### src/design/desks_pkg.sv
`default_nettype none

package desks_pkg;

   localparam int KeyW   = 64;
   localparam int CdW    = 56;
   localparam int HalfW  = 28;
   localparam int SubW   = 48;
   localparam int RoundW = 4;

   localparam logic [RoundW-1:0] LastRound = 4'd15;

   // Bit r is set where round r rotates both halves by two positions.
   localparam logic [15:0] RotTwoMask = 16'b0111_1110_1111_1100;

   localparam logic [6:0] Pc1Tab [CdW] = '{
      7'd57, 7'd49, 7'd41, 7'd33, 7'd25, 7'd17, 7'd9,
      7'd1,  7'd58, 7'd50, 7'd42, 7'd34, 7'd26, 7'd18,
      7'd10, 7'd2,  7'd59, 7'd51, 7'd43, 7'd35, 7'd27,
      7'd19, 7'd11, 7'd3,  7'd60, 7'd52, 7'd44, 7'd36,
      7'd63, 7'd55, 7'd47, 7'd39, 7'd31, 7'd23, 7'd15,
      7'd7,  7'd62, 7'd54, 7'd46, 7'd38, 7'd30, 7'd22,
      7'd14, 7'd6,  7'd61, 7'd53, 7'd45, 7'd37, 7'd29,
      7'd21, 7'd13, 7'd5,  7'd28, 7'd20, 7'd12, 7'd4
   };

   localparam logic [6:0] Pc2Tab [SubW] = '{
      7'd14, 7'd17, 7'd11, 7'd24, 7'd1,  7'd5,
      7'd3,  7'd28, 7'd15, 7'd6,  7'd21, 7'd10,
      7'd23, 7'd19, 7'd12, 7'd4,  7'd26, 7'd8,
      7'd16, 7'd7,  7'd27, 7'd20, 7'd13, 7'd2,
      7'd41, 7'd52, 7'd31, 7'd37, 7'd47, 7'd55,
      7'd30, 7'd40, 7'd51, 7'd45, 7'd33, 7'd48,
      7'd44, 7'd49, 7'd39, 7'd56, 7'd34, 7'd53,
      7'd46, 7'd42, 7'd50, 7'd36, 7'd29, 7'd32
   };

   typedef struct packed {
      logic load;
      logic shift;
      logic two;
   } cell_ctrl_type;

   // DES bit n of the key sits at word bit 64 - n.
   function automatic logic [CdW-1:0] pc1(input logic [KeyW-1:0] key);
      logic [CdW-1:0] sel;
      for (int i = 0; i < CdW; i++) begin
         sel[6'(CdW-1-i)] = key[6'(KeyW - int'(Pc1Tab[i]))];
      end
      return sel;
   endfunction

   // Position n of C||D sits at word bit 56 - n.
   function automatic logic [SubW-1:0] pc2(input logic [CdW-1:0] cd);
      logic [SubW-1:0] sk;
      for (int i = 0; i < SubW; i++) begin
         sk[6'(SubW-1-i)] = cd[6'(CdW - int'(Pc2Tab[i]))];
      end
      return sk;
   endfunction

endpackage

`default_nettype wire

### src/design/desks_req_if.sv
`default_nettype none

interface desks_req_if
   import desks_pkg::*;
();
   logic            valid;
   logic            ready;
   logic [KeyW-1:0] cipher_key;

   modport source (output valid, output cipher_key, input ready);
   modport sink (input valid, input cipher_key, output ready);
endinterface

`default_nettype wire

### src/design/desks_rsp_if.sv
`default_nettype none

interface desks_rsp_if
   import desks_pkg::*;
();
   logic              valid;
   logic              ready;
   logic [RoundW-1:0] round_number;
   logic [SubW-1:0]   subkey;
   logic              last_round;

   modport source (output valid, output round_number, output subkey, output last_round,
                   input ready);
   modport sink (input valid, input round_number, input subkey, input last_round,
                 output ready);
endinterface

`default_nettype wire

### src/design/desks_cell.sv
`default_nettype none

module desks_cell
   import desks_pkg::*;
(
   input  wire logic          clock,
   input  wire cell_ctrl_type ctrl,
   input  wire logic          load_bit,
   input  wire logic          from_one,
   input  wire logic          from_two,
   output logic               bit_q,
   output logic               bit_next
);

   logic bit_ff;

   // The value this bit takes after this round's rotation.
   assign bit_next = ctrl.two ? from_two : from_one;
   assign bit_q    = bit_ff;

   always_ff @(posedge clock) begin
      if (ctrl.load) begin
         bit_ff <= load_bit;
      end else if (ctrl.shift) begin
         bit_ff <= bit_next;
      end
   end

endmodule

`default_nettype wire

### src/design/des_round_key_schedule_core.sv
`default_nettype none

// Channel    Direction  Payload
// req_chan   in         cipher_key[63:0]
// rsp_chan   out        round_number[3:0], subkey[47:0], last_round
//
// A key is loaded through PC-1 into a ring of 56 bit cells, two 28-bit halves.
// Every cycle in which the result register is free, each cell takes its
// neighbor's bit one or two places over, and PC-2 of the rotated ring is
// registered as the next round key, sixteen round keys per key.
// A new key is taken in the same cycle as the sixteenth round key, so keys
// follow each other without a gap. A stall on rsp_chan freezes the ring.
// Reset clears the control state only.
module des_round_key_schedule_core
   import desks_pkg::*;
(
   input  wire logic  clock,
   input  wire logic  reset,
   desks_req_if.sink  req_chan,
   desks_rsp_if.source rsp_chan
);

   logic              active_ff, active_in;
   logic [RoundW-1:0] round_ff, round_in;
   logic              rsp_valid_ff, rsp_valid_in;
   logic [RoundW-1:0] rsp_round_ff;
   logic [SubW-1:0]   rsp_subkey_ff;
   logic              rsp_last_ff;

   logic              advance;
   logic              accept;
   logic              at_last;
   logic [CdW-1:0]    load_cd;
   logic [CdW-1:0]    ring_q;
   logic [CdW-1:0]    ring_next;
   cell_ctrl_type     ctrl;

   assign at_last = (round_ff == LastRound);
   assign advance = active_ff && (!rsp_valid_ff || rsp_chan.ready);
   assign req_chan.ready = !active_ff || (advance && at_last);
   assign accept  = req_chan.valid && req_chan.ready;
   assign load_cd = pc1(req_chan.cipher_key);

   assign ctrl.load  = accept;
   assign ctrl.shift = advance;
   assign ctrl.two   = RotTwoMask[round_ff];

   for (genvar j = 0; j < CdW; j++) begin : g_ring
      localparam int Base = (j / HalfW) * HalfW;
      localparam int Loc  = j % HalfW;
      localparam int Src1 = Base + ((Loc + HalfW - 1) % HalfW);
      localparam int Src2 = Base + ((Loc + HalfW - 2) % HalfW);

      desks_cell u_cell (
         .clock    (clock),
         .ctrl     (ctrl),
         .load_bit (load_cd[j]),
         .from_one (ring_q[Src1]),
         .from_two (ring_q[Src2]),
         .bit_q    (ring_q[j]),
         .bit_next (ring_next[j])
      );
   end

   always_comb begin
      active_in    = active_ff;
      round_in     = round_ff;
      rsp_valid_in = rsp_valid_ff;
      if (rsp_chan.ready) begin
         rsp_valid_in = 1'b0;
      end
      if (advance) begin
         rsp_valid_in = 1'b1;
         round_in     = round_ff + 1'b1;
         if (at_last) begin
            active_in = 1'b0;
         end
      end
      if (accept) begin
         active_in = 1'b1;
         round_in  = '0;
      end
   end

   always_ff @(posedge clock) begin
      if (reset) begin
         active_ff    <= 1'b0;
         round_ff     <= '0;
         rsp_valid_ff <= 1'b0;
      end else begin
         active_ff    <= active_in;
         round_ff     <= round_in;
         rsp_valid_ff <= rsp_valid_in;
      end
   end

   always_ff @(posedge clock) begin
      if (advance) begin
         rsp_round_ff  <= round_ff;
         rsp_subkey_ff <= pc2(ring_next);
         rsp_last_ff   <= at_last;
      end
   end

   assign rsp_chan.valid        = rsp_valid_ff;
   assign rsp_chan.round_number = rsp_round_ff;
   assign rsp_chan.subkey       = rsp_subkey_ff;
   assign rsp_chan.last_round   = rsp_last_ff;

endmodule

`default_nettype wire
### src/flat_wrapper.sv
// flat-port wrapper written by rule: the top's interface ports become plain ports
module des_round_key_schedule_core_flat import desks_pkg::*;
  (clock, reset, req_chan_valid, req_chan_cipher_key, req_chan_ready, rsp_chan_valid, rsp_chan_round_number, rsp_chan_subkey, rsp_chan_last_round, rsp_chan_ready);
  desks_req_if req_chan_i ();
  desks_rsp_if rsp_chan_i ();
  input  wire logic clock;
  input  wire logic reset;
  input wire logic [$bits(req_chan_i.valid)-1:0] req_chan_valid;
  input wire logic [$bits(req_chan_i.cipher_key)-1:0] req_chan_cipher_key;
  output wire logic [$bits(req_chan_i.ready)-1:0] req_chan_ready;
  output wire logic [$bits(rsp_chan_i.valid)-1:0] rsp_chan_valid;
  output wire logic [$bits(rsp_chan_i.round_number)-1:0] rsp_chan_round_number;
  output wire logic [$bits(rsp_chan_i.subkey)-1:0] rsp_chan_subkey;
  output wire logic [$bits(rsp_chan_i.last_round)-1:0] rsp_chan_last_round;
  input wire logic [$bits(rsp_chan_i.ready)-1:0] rsp_chan_ready;
  assign req_chan_i.valid = req_chan_valid;
  assign req_chan_i.cipher_key = req_chan_cipher_key;
  assign req_chan_ready = req_chan_i.ready;
  assign rsp_chan_valid = rsp_chan_i.valid;
  assign rsp_chan_round_number = rsp_chan_i.round_number;
  assign rsp_chan_subkey = rsp_chan_i.subkey;
  assign rsp_chan_last_round = rsp_chan_i.last_round;
  assign rsp_chan_i.ready = rsp_chan_ready;
  des_round_key_schedule_core u_core (.clock(clock), .reset(reset), .req_chan(req_chan_i), .rsp_chan(rsp_chan_i));
endmodule
### config.mk
export PLATFORM = sky130hd
export DESIGN_NAME = des_round_key_schedule_core_flat
export DESIGN_NICKNAME = d
export VERILOG_FILES = /design/src/design/desks_pkg.sv /design/src/design/desks_req_if.sv /design/src/design/desks_rsp_if.sv /design/src/design/desks_cell.sv /design/src/design/des_round_key_schedule_core.sv /design/src/flat_wrapper.sv
export SDC_FILE = /design/constraint.sdc
export NUM_CORES = 1
export LEC_CHECK = 0
export ABC_AREA = 0
export BUFFER_PORTS_ARGS = -buffer_cell sky130_fd_sc_hd__buf_2
export CAP_MARGIN = 20
export CORE_MARGIN = 3
export CORE_UTILIZATION = 49
export CTS_BUF_LIST = sky130_fd_sc_hd__clkbuf_8
export CTS_CLUSTER_SIZE = 24
export DETAILED_ROUTE_END_ITERATION = 8
export PLACE_DENSITY = 0.87
export SETUP_SLACK_MARGIN = 0.2
export SKIP_CTS_REPAIR_TIMING = 1
export SLEW_MARGIN = 30
export SYNTH_ARGS = -nofsm -noshare
export SYNTH_HDL_FRONTEND = slang
export SYNTH_SLANG_ARGS = --single-unit
### constraint.sdc
create_clock -name clock -period 3.2 [get_ports clock]
set_input_delay 0.16 -clock clock [delete_from_list [all_inputs] [get_ports clock]]
set_output_delay 0.16 -clock clock [all_outputs]
set_load 0.01 [all_outputs]
==> reports/metrics.yaml, run 1 <==
period_needed_ns: 2.11
cp_max_fo: 39
cts-root-to-sink-buffers: 2
numClockSinks: 94
postSynthAreaPerCell_um2: 17.2
leakage_uw: 0.00171
maximum_ir_drop_on_the_vdd_rail_uv: 264
drive_above_1_share_pct: 48.5
layout.cells.most_common: "sky130_fd_sc_hd__edfxtp_1"
synth_area_um2: 4030
timing.critical_path.cells: "ha_1 > nand3_2 > o21ai_2 > nand2_2 > nand2_2 > buf_4"
netSwitchingFraction_pct: 23.5
worst_hold_path_type: "in2reg"
area_delta_synth_final_pct: 12.3
final-seq-area_um2: 2750
crit_arrival_ns: 2.10
holdCritStartpoint: "req_chan_valid"
grt_setup_unrepaired: "no"
tns_ns: 0
wirelength_per_cell_um: 15.3
reg2regPathDepth: 6
diodes: 0
rrSetupSlack_ns: 1.09
first_pass_grt_wire_length_um: 10200
detailedRoute.firstPassIterationCount: 4
seq_area_frac_synth_pct: 68.4
period_utilization_pct: 65.9
power_per_cell_area_nw_per_um2: 595
first_iter_violations: 106
die_width_um: 96.7
gr-total-overflow: 0
power.share.combinational_pct: 12.4
tritoncts: "done"
n_fill_cell: 651
ioPinCount: 123
internal-power_uw: 2060
setup_viol_count_final: 0
detail_route.drc_violations: 0
yosys_register_bits: 94
fin_cells: 401
cts_htree_levels: 3
worst_path_largest_cell_delay_ns: 0.44
switching_power_summed_over_all_nets_uw: 632
critical_path_required_ns: 3.19
run_status: "complete, no violations"
rows: 32
initial_core_util_pct: 51.3
drv_cap: 0
floorplan.core_area_um2: 7850
dpl.hpwl_um: 4150
number_of_global_route_vias_before_repair: 1989
die_y_um: 96.7
dpl_worst_slack_ns: 1.10
p_clk_share_pct: 28.7
multi_input_gate_area_in_the_final_layout_um2: 1120
worstReg2RegStart: "u_core.round_ff[0]"
final-hold-violation-count: 0
clk_latency_ns: 0.35
finalWorstSetupSlack_ns: 1.09
worst-slew-pin-transition_ns: 0.687
slew_violations: 0
number_of_instances_in_the_synthesized_netlist: 234
detail-route-antenna-nets: 0
path_class: "reg2reg"
p_seq_share_pct: 58.9
critical-path-top-delay-family: "flip-flops"
finalClockSkew_ns: 0.00760
gr-usage-all-layers_pct: 13.8
io_buffer_count: 52
initial_antenna_violation_count: 1
num_vias: 1969
design.die.area_um2: 9340
hold-path-endpoint: "u_core.active_ff"
crit_top_cell: "sky130_fd_sc_hd__nand2_2"
max_freq_mhz: 474
grt_max_degree: 57
routed_wl_um: 6150
min_path_cells: 3
cp_num_buf_inv: 1
placed_cells: 384
synth.lib_cells_used.distinct: 29
numCtsBuffers: 9
clk_pin_slew_worst_paths_ns: 0.09
worst_slew_margin_rel_pct: 54.2
worst_r2r_endpoint: "u_core.g_ring[48].u_cell.bit_q"
clock_tree.root_cell: "sky130_fd_sc_hd__clkbuf_8"
layout.nets: 363
layout_common_cells: "87 x sky130_fd_sc_hd__edfxtp_1, 53 x sky130_fd_sc_hd__mux2_2, 52 x sky130_fd_sc_hd__buf_2"
critical_path.startpoint_type: "register"
setup.worst_path.end_class: "register"
globalplace.congestion: 0.749
yosys_warnings: 0
cp_slowest_cell: "sky130_fd_sc_hd__dfxtp_1"
detail_route.vias_per_cell: 4.91
==> tightest hold or removal path: stages <==
cell	delay [ns]
sky130_fd_sc_hd__buf_2	0.11
sky130_fd_sc_hd__inv_1	0.04
sky130_fd_sc_hd__a21oi_1	0.05
==> layout make-up <==
class,instances,share of cell area (%)
Sequential cell,94,60.9
Multi-Input combinational cell,127,24.8
Timing Repair Buffer,58,6.81
Tap cell,102,2.82
Clock buffer,9,2.74
Clock inverter,7,1.58
Inverter,4,0.332
==> metal layers <==
layer  track usage (%)  vias up  routed length, um
met4              4.86        2                 63
met5                 0        -                 13
met3              4.83        8                354
met2              21.5       53               2970
met1              18.0      952               2750
li1                  -      954                  -
==> power by group through the flow <==
stage	combinational (uW)	clock, uW	sequential [uW]
after detailed placement	334	0	1620
after global placement	324	0	1610
after floorplan	245	0	1620
final	334	772	1590
after global routing	365	862	1600
after CTS	336	797	1590
==> through the flow <==
stage	util (%)	power (uW)	hold slack, ns	area (um^2)
detailed placement	55.0	1950	0.366	4320
floorplan	-	1860	0.229	4110
CTS	57.5	2720	-0.0236	4510
global placement	55.0	1930	0.353	4320
global route	57.6	2830	0.0490	4520
finish	57.6	2690	0.0563	4520
==> sequential cells by signal, indices dropped and copies added, names as in the netlist <==
name,flops
u_core.rsp_chan.subkey,26
u_core.round_ff,4
u_core.active_ff,1
u_core.rsp_chan.last_round,1
u_core.rsp_chan.round_number,4
u_core.g_ring.u_cell.bit_q,56
u_core.ctrl,1
u_core.rsp_chan.valid,1
==> how the worst max path moves through the flow <==
| stage | startpoint | endpoint | slack [ns] | cells after the start |
|---|---|---|---|---|
| final | u_core.round_ff[0] | u_core.g_ring[48].u_cell.bit_q | 1.09 | 6 |
| after global routing | u_core.round_ff[0] | u_core.g_ring[45].u_cell.bit_q | 0.95 | 6 |
| after floorplan | u_core.round_ff[0] | u_core.g_ring[0].u_cell.bit_q | 0.41 | 6 |
| after CTS | u_core.round_ff[0] | u_core.g_ring[48].u_cell.bit_q | 1.09 | 6 |
| after detailed placement | u_core.round_ff[0] | u_core.g_ring[4].u_cell.bit_q | 1.10 | 6 |
| after global placement | u_core.round_ff[0] | u_core.g_ring[7].u_cell.bit_q | 1.16 | 6 |
==> cell families after synthesis <==
logic type | after synthesis | synth area share (%)
AOI/OAI and AO/OA | 9 | 1.40
xor gates and xnor gates | 4 | 0.870
adders and majority gates | 1 | 0.311
buffers and inverters | 34 | 5.78
DFF | 94 | 68.4
muxes | 69 | 20.4
other | 1 | 0.0931
and+or+nand+nor | 22 | 2.77
==> Yosys cell counts (all sizes together) <==
cell type,n,area share (%)
ha,1,0.31
xnor2,3,0.65
or2b,1,0.19
dfxtp,7,3.5
buf,30,5.4
nand2,6,0.68
nand3,2,0.37
a311oi,1,0.22
a21oi,5,0.62
o21ai,2,0.34
nand4,1,0.16
nor3,2,0.25
mux2i,3,0.75
inv,4,0.37
nand2b,1,0.16
xor2,1,0.22
nor2,7,0.65
conb,1,0.093
o22a,1,0.22
mux2,66,20
edfxtp,87,65
nor2b,2,0.31
Note: power is estimated with default switching activity, not from simulation.
==> run 2: changes to the inputs <==
Settings changed: CORE_UTILIZATION 49 to 48, PLACE_DENSITY 0.87 to 0.88.
Clock period 3.2 ns to 1.85 ns, I/O delays scaled along.
==> reports/metrics.yaml, run 2 (same netlist as run 1, synthesis figures left out) <==
detail-route-antenna-nets: 0  # unchanged
fin_cells: 413  # +3.0%
tritoncts: "done"
min_path_cells: 2  # -1
path_class: "reg2reg"
n_fill_cell: 572  # -12%
power_per_cell_area_nw_per_um2: 1020  # +71%
max_reg_flops: 56  # unchanged
grt_max_degree: 25  # -56%
wirelength_per_cell_um: 16.1  # +4.9%
period_needed_ns: 1.66  # -0.452 ns
max_freq_mhz: 603  # +27%
routed_wl_um: 6650  # +8.0%
die_width_um: 97.6  # +0.97%
cp_slowest_cell: "sky130_fd_sc_hd__dfxtp_4"
detail_route.drc_violations: 0  # unchanged
first_pass_grt_wire_length_um: 10800  # +5.8%
drv_cap: 0  # unchanged
cts_htree_levels: 3  # unchanged
worst_hold_path_type: "in2reg"
timing.critical_path.cells: "ha_4 > nand3_4 > o21ai_4 > nand2_4 > buf_12 > mux2_4"
maximum_ir_drop_on_the_vdd_rail_uv: 694  # +160%
initial_core_util_pct: 50.8  # -0.52 points
critical_path.startpoint_type: "register"
numClockSinks: 94  # unchanged
crit_end: "u_core.g_ring[16].u_cell.bit_q"
worst_path_largest_cell_delay_ns: 0.39  # -0.05 ns
detailedRoute.firstPassIterationCount: 4  # unchanged
layout_common_cells: "87 x sky130_fd_sc_hd__edfxtp_1, 53 x sky130_fd_sc_hd__mux2_2, 52 x sky130_fd_sc_hd__buf_2"
cts-root-to-sink-buffers: 2  # unchanged
globalplace.congestion: 0.731  # -2.4%
first_iter_violations: 89  # -16%
final-hold-violation-count: 0  # unchanged
clk_latency_ns: 0.36  # about the same
detail_route.vias_per_cell: 5.03  # +2.5%
rows: 32  # unchanged
clk_pin_slew_worst_paths_ns: 0.10  # about the same
placed_cells: 392  # +2.1%
dpl.hpwl_um: 4550  # +9.8%
ioPinCount: 123  # unchanged
number_of_global_route_vias_before_repair: 2107  # +5.9%
die_y_um: 97.6  # +0.97%
tns_ns: 0  # unchanged
run_status: "complete, no violations"
io_buffer_count: 52  # unchanged
gr-total-overflow: 0  # unchanged
leakage_uw: 0.00182  # +6.4%
finalClockSkew_ns: 0.0121  # +0.00445 ns
slew_violations: 0  # unchanged
clock_tree.root_cell: "sky130_fd_sc_hd__clkbuf_8"
diodes: 0  # unchanged
setup_viol_count_final: 0  # unchanged
period_utilization_pct: 89.6  # +24 points
critical_path_required_ns: 1.96  # -1.23 ns
gr-usage-all-layers_pct: 14.5  # +0.68 points
reg2regPathDepth: 6  # unchanged
setup.worst_path.start: "u_core.round_ff[1]"
drive_above_1_share_pct: 51.1  # +2.6 points
num_vias: 2078  # +5.5%
area_delta_synth_final_pct: 18.3
setup.worst_path.end_class: "register"
floorplan.core_area_um2: 7930  # +1.0%
dpl_worst_slack_ns: 0.123  # -0.977 ns
crit_arrival_ns: 1.76  # -0.34 ns
finalWorstSetupSlack_ns: 0.192  # -0.898 ns
layout.cells.most_common: "sky130_fd_sc_hd__edfxtp_1"
initial_antenna_violation_count: 0  # -1
worstReg2RegStart: "u_core.round_ff[1]"
layout.nets: 375  # +3.3%
worst_r2r_endpoint: "u_core.g_ring[16].u_cell.bit_q"
hold-worst-slack_ns: 0.0255  # -0.0308 ns
rrSetupSlack_ns: 0.19  # -0.90 ns
design.die.area_um2: 9520  # +1.9%
numCtsBuffers: 9  # unchanged
cp_max_fo: 13  # -67%
grt_setup_unrepaired: "yes"
run 2: power breakdown:
part / leakage [uW] / internal [uW] / total [uW] / switching [uW]
clock: 0.000111 / 765 / 1470 / 705
combinational: 0.000804 / 333 / 638 / 305
sequential: 0.000904 / 2640 / 2750 / 104
run 2: per-layer routing:
| metal | global-route usage, % | wire length (um) |
|---|---|---|
| met1 | 18.7 | 2890 |
| met2 | 23.5 | 3190 |
| met3 | 5.17 | 502 |
| met4 | 3.51 | 61 |
| met5 | 0 | 0 |
run 2: worst min-delay path by stage:
| stage | startpoint | endpoint | slack [ns] |
|---|---|---|---|
| after detailed placement | reset | u_core.active_ff | 0.29 |
| final | req_chan_cipher_key[27] | u_core.g_ring[8].u_cell.bit_q | 0.03 |
| after global placement | reset | u_core.active_ff | 0.28 |
| after global routing | req_chan_cipher_key[17] | u_core.g_ring[25].u_cell.bit_q | 0.004 |
| after CTS | reset | u_core.active_ff | -0.10 |
| after floorplan | reset | u_core.active_ff | 0.16 |
run 2: cell type report:
cell class / instances / area, um^2 / area share, %
Inverter: 4 / 17.5 / 0.368
Timing Repair Buffer: 70 / 463 / 9.72
Tap cell: 102 / 128 / 2.68
Clock inverter: 7 / 97.6 / 2.05
Sequential cell: 94 / 2760 / 58.0
Multi-Input combinational cell: 127 / 1170 / 24.6
Clock buffer: 9 / 124 / 2.60
run 2: worst max-delay path: cells and delay by family, from the launching register on:
family                     cells  cell delay [ns]
DFF                            1             0.39
buffers and inverters          1             0.17
adders and majority gates      1             0.17
and+or+nand+nor                2             0.20
AOI/OAI and AO/OA              1             0.18
muxes                          1             0.30
run 2: metrics by stage:
step | total power [uW] | utilization [%] | area, um^2
2_1_floorplan | 3220 | - | 4160
3_3_place_gp | 3380 | 56.6 | 4490
3_5_place_dp | 3420 | 56.6 | 4490
4_1_cts | 4900 | 59.4 | 4710
5_1_grt | 5080 | 60.1 | 4760
6_report | 4860 | 60.1 | 4760
